`config.mk`:
```
export PLATFORM = sky130hd
export DESIGN_NAME = bpe_lane
export DESIGN_NICKNAME = d
export VERILOG_FILES = /design/src/design/bpe_pkg.sv /design/src/design/bpe_lane.sv
export SDC_FILE = /design/constraint.sdc
export NUM_CORES = 2
export LEC_CHECK = 0
export BUFFER_PORTS_ARGS = -buffer_cell sky130_fd_sc_hd__buf_4
export CORE_MARGIN = 5
export CORE_UTILIZATION = 59
export CTS_CLUSTER_SIZE = 25
export DETAILED_ROUTE_END_ITERATION = 12
export PLACE_DENSITY = 0.86
export SLEW_MARGIN = 20
export SYNTH_ARGS = -nofsm -noshare
export SYNTH_HDL_FRONTEND = slang
export SYNTH_SLANG_ARGS = --single-unit
```
`constraint.sdc`:
```
create_clock -name clk -period 6.7 [get_ports clk]
set_input_delay 0.67 -clock clk [delete_from_list [all_inputs] [get_ports clk]]
set_output_delay 0.67 -clock clk [all_outputs]
set_load 0.01 [all_outputs]
```
`src/design/bpe_pkg.sv`:
```
// Shared types, register codes and constants for the B-spline point evaluator.
package bpe_pkg;

	localparam int FRAC_BITS = 16;
	localparam int COORD_W = 32;
	localparam int RECIP_SHIFT = 24;
	localparam int NUM_W = 19;

	// Configuration register indexes.
	localparam logic REG_TIME_SCALE = 1'b0;
	localparam logic REG_POINT_COUNT = 1'b1;

	// Item commands.
	localparam logic CMD_WRITE = 1'b0;
	localparam logic CMD_EVAL = 1'b1;

	typedef struct packed {
		logic cmd;
		logic [5:0] point_index;
		logic signed [31:0] coord_x;
		logic signed [31:0] coord_y;
		logic signed [31:0] coord_z;
		logic [31:0] sample_time;
	} item_t;

	typedef struct packed {
		logic signed [31:0] pos_x;
		logic signed [31:0] pos_y;
		logic signed [31:0] pos_z;
	} result_t;

	// Per-cycle controls from the sequencer to each coordinate lane.
	typedef struct packed {
		logic load;
		logic rot;
		logic blend;
		logic diff_en;
		logic mul_en;
	} lane_ctl_t;

	// Reciprocal floor(2^24 / d) for the small alpha divisors.
	function automatic logic [RECIP_SHIFT:0] recip(input logic [2:0] d);
		logic [RECIP_SHIFT:0] m;
		case (d)
			3'd1: m = 25'd16777216;
			3'd2: m = 25'd8388608;
			3'd3: m = 25'd5592405;
			3'd4: m = 25'd4194304;
			3'd5: m = 25'd3355443;
			default: m = 25'd16777216;
		endcase
		return m;
	endfunction

endpackage

```
`src/design/bpe_lane.sv`:
```
// One coordinate lane: de Boor work registers and the blend datapath.
module bpe_lane import bpe_pkg::*; #(
	parameter int DEGREE = 3
) (
	input  logic clk,
	input  lane_ctl_t ctl,
	input  logic signed [31:0] rdata,
	input  logic [FRAC_BITS:0] alpha,
	output logic signed [31:0] res
);

	logic signed [31:0] w_q [DEGREE+1];
	logic signed [32:0] diff_q;
	logic signed [50:0] mul_q;
	logic signed [52:0] sum;
	logic signed [36:0] shr;
	logic signed [31:0] blend_res;

	// Rounding, floor shift and saturation of the blended value.
	always_comb begin
		sum = {{5{w_q[DEGREE-1][31]}}, w_q[DEGREE-1], 16'b0}
			+ {{2{mul_q[50]}}, mul_q} + 53'sd32768;
		shr = sum[52:16];
		if (shr > 37'sd2147483647) begin
			blend_res = 32'sh7fffffff;
		end else if (shr < -37'sd2147483648) begin
			blend_res = 32'sh80000000;
		end else begin
			blend_res = shr[31:0];
		end
	end

	// Work registers rotate up; the bottom takes read data, the top register or a new blended value.
	always_ff @(posedge clk) begin
		if (ctl.load || ctl.rot || ctl.blend) begin
			for (int j = 1; j <= DEGREE; j++) begin
				w_q[j] <= w_q[j-1];
			end
			if (ctl.load) begin
				w_q[0] <= rdata;
			end else if (ctl.rot) begin
				w_q[0] <= w_q[DEGREE];
			end else begin
				w_q[0] <= blend_res;
			end
		end
		if (ctl.diff_en) begin
			diff_q <= {w_q[DEGREE][31], w_q[DEGREE]} - {w_q[DEGREE-1][31], w_q[DEGREE-1]};
		end
		if (ctl.mul_en) begin
			mul_q <= $signed({1'b0, alpha}) * diff_q;
		end
	end

	assign res = w_q[DEGREE];

endmodule

```
==> impl_metrics.json <==
{
  "grt_pass1_vias": 24100,
  "synth_nets": 3695,
  "placed_cells": 3742,
  "timing_hold_violations_final": 0,
  "track_usage_pct": 28.1,
  "nets": 3919,
  "drt_iter0_markers": 1637,
  "slew_headroom_pct": 32.6,
  "grt_start_max_net_pins": 78,
  "via_per_inst": 5.71,
  "synth_seq_cells": 197,
  "rsz0062_at_grt": "yes",
  "multi_input_area_sq_um": 20600,
  "fin_crit_sh_pct": 99.1,
  "die_y_um": 232,
  "setup_viol": 0,
  "netlist_instances": 2920,
  "final-instance-count-excl-fill": 3822,
  "grt_overflow": 0,
  "cap_violations": 0,
  "drc": 0,
  "dr.pass1.iters": 7,
  "crit_type": "reg2reg",
  "cts_tree": "done",
  "cts_sinks": 197,
  "clk_latency_ns": 0.45,
  "die_x_um": 232,
  "wirelength_mm": 73.6,
  "clk_path_buf_depth": 2,
  "die-area_sq_um": 54000,
  "core_sq_um": 49000,
  "required_ns": 6.90,
  "initial_core_util_pct": 59.6,
  "io_pins": 87,
  "ys_warn_count": 0,
  "cp_data_arrival_time_ns": 6.84,
  "area_delta_synth_final_pct": 12.7,
  "final-seq-area_sq_um": 5920,
  "clock_tree.htree_level_count": 4,
  "cts_root_buffer": "clkbuf_16",
  "cts.clk_slew.worst_paths_ns": 0.08,
  "max_freq_mhz": 151,
  "synth_flop_cell": "edfxtp_1",
  "dp_hpwl_mm": 59.6,
  "cp-start-kind": "flip-flop",
  "synth_edf_count": 197,
  "synth_cell_type_count": 72,
  "fin_skew_ns": 0.0138,
  "synth-async-reset-ratio_pct": 0,
  "post-place-ws_ns": -0.436,
  "drive_above_1_share_pct": 13.4,
  "cts_buffers": 17,
  "antenna_found_initial": 1,
  "wire_per_inst_um": 19.3,
  "min_period_ns": 6.64,
  "syn_area_sq_um": 29200,
  "hold_buffers": 0,
  "antenna_left": 0,
  "place.gp.congestion": 0.964,
  "vias": 21800,
  "cp_max_fo": 9,
  "grt_pass1_wl_mm": 121,
  "ys_seq_area_share_pct": 20.3,
  "setup_ws_ns": 0.0578,
  "worstSetupEndpointType": "flip-flop",
  "maxSlewViolCount": 0,
  "hold_slack_ns": 0.414,
  "fin_util_pct": 67.2,
  "fillers": 3466,
  "rows": 81,
  "status": "finished, final reports clean",
  "io_buffer_count": 86,
  "worst_pin_slew_ns": 1.01,
  "avgSynthCellArea_sq_um": 10.0,
  "hold_path_class": "reg2reg"
}
==> area by class of cell <==
class,instances,area share [%]
sequential,197,18.0
multi-input combinational,1951,62.7
clock buffer,17,1.29
antenna,1,0.00761
inverter,666,7.60
clock inverter,15,0.430
tap,664,2.53
timing repair buffer,311,7.47
==> synthesized netlist by cell type (all sizes together) (2+ instances only) <==
cell	n	area share, %
o2bb2ai	2	0.060
buf	8	0.19
nor3	17	0.29
o221ai	31	1.4
mux2i	35	1.2
a21oi	95	1.6
clkbuf	98	1.3
a221oi	3	0.090
fa	536	37
o211ai	8	0.21
o311ai	2	0.086
or3	7	0.15
and3	9	0.19
a2111o	2	0.077
nor2b	12	0.26
o21ai	55	0.97
o41ai	2	0.15
inv	666	8.6
a31o	2	0.060
nand3	20	0.34
nand4	8	0.17
a21boi	5	0.13
xnor2	60	1.8
o21a	24	0.62
o21bai	9	0.23
o2111ai	3	0.090
o31ai	5	0.18
nand2b	7	0.15
a211oi	8	0.22
and2	235	5.0
nand2	393	5.1
a211o	9	0.30
edfxtp	197	20
ha	184	7.9
a2111oi	7	0.21
o31a	2	0.060
nor2	47	0.60
a21o	39	1.0
a31oi	12	0.38
xor2	34	1.0
or2	6	0.13
==> routing by layer <==
metal | wire length [um] | global-route usage, % | up-vias | share of wire (%)
met3 | 3770 | 3.01 | 308 | 5.1
met4 | 4880 | 14.8 | 0 | 6.6
met2 | 38800 | 50.6 | 934 | 53
li1 | - | - | 9500 | -
met1 | 26200 | 33.3 | 11100 | 36
met5 | 0 | 0 | - | 0
==> kinds of logic (layout without fill, tap and decap cells) <==
kind of cell,after synthesis,count (layout),share of synthesized area (%)
mux,35,35,1.20
xor+xnor,94,94,2.82
other cells,0,1,0
compound gates,336,336,8.52
buf+inv,772,1009,10.0
flops,197,197,20.3
simple gates,766,766,12.5
fa+ha+maj,720,720,44.7
==> timing repair <==
item                                    4_1_cts  5_1_grt
pin swaps                                     2       27
cloned                                        0        0
endpoints found under the setup margin       13       19
gates resized for setup                      11       42
setup buffers                                 6       41
==> sequential cells by signal (all words and copies together) (netlist names) <==
| register | count |
|---|---|
| diff_q | 33 |
| mul_q | 36 |
| w_q | 128 |
==> through the flow <==
step,area [sq um],setup TNS (ns)
after global routing,32900,-0.325
after detailed placement,31700,-4.52
after CTS,32300,-0.0438
final,32900,0
after global placement,31700,-2.56
after floorplan,29200,0
==> placed cells by master, fill, tap and decap left out, types with 4 or more instances in the layout <==
master     instances
inv_1            666
fa_1             533
nand2_1          392
buf_4            295
and2_1           232
edfxtp_1         197
ha_1             179
a21oi_1           87
xnor2_1           60
o21ai_0           46
nor2_1            46
a21o_1            39
mux2i_1           35
xor2_1            34
o21a_1            22
o221ai_2          22
nand3_1           20
nor3_1            17
clkbuf_16         17
nor2b_1           11
and3_1             9
o221ai_1           9
buf_6              9
nand4_1            8
a21oi_2            8
a211o_1            8
o21bai_1           8
o211ai_1           8
o21ai_1            7
a31oi_1            7
nand2b_1           7
buf_12             7
or2_2              6
or3_1              6
a211oi_1           5
ha_4               5
a2111oi_0          4
inv_6              4
==> critical path, cell delays in order (launching register included) <==
cell,delay [ns]
edfxtp_1,0.57
buf_6,0.23
and2_1,0.15
fa_1,0.48
inv_1,0.05
fa_1,0.46
fa_1,0.52
inv_1,0.06
fa_1,0.49
fa_1,0.49
inv_1,0.05
fa_1,0.50
inv_1,0.05
ha_1,0.32
a21oi_1,0.13
o21ai_1,0.13
a221o_1,0.39
a21oi_2,0.24
o2bb2ai_4,0.12
a211o_1,0.38
a21boi_2,0.18
o21ba_4,0.17
o21bai_1,0.07
xor2_1,0.15
==> final timing paths <==
path                    from         end  slack, ns  cells after the start
hold / removal    w_q[1][15]  w_q[2][15]       0.41                      0
setup / recovery  diff_q[18]   mul_q[44]       0.06                     23
setup reg to reg  diff_q[18]   mul_q[44]       0.06                     23
hold reg to reg   w_q[1][15]  w_q[2][15]       0.41                      0
Power is not shown: default switching activity piles up to over one toggle a cycle in this logic, so the estimate is an artifact.
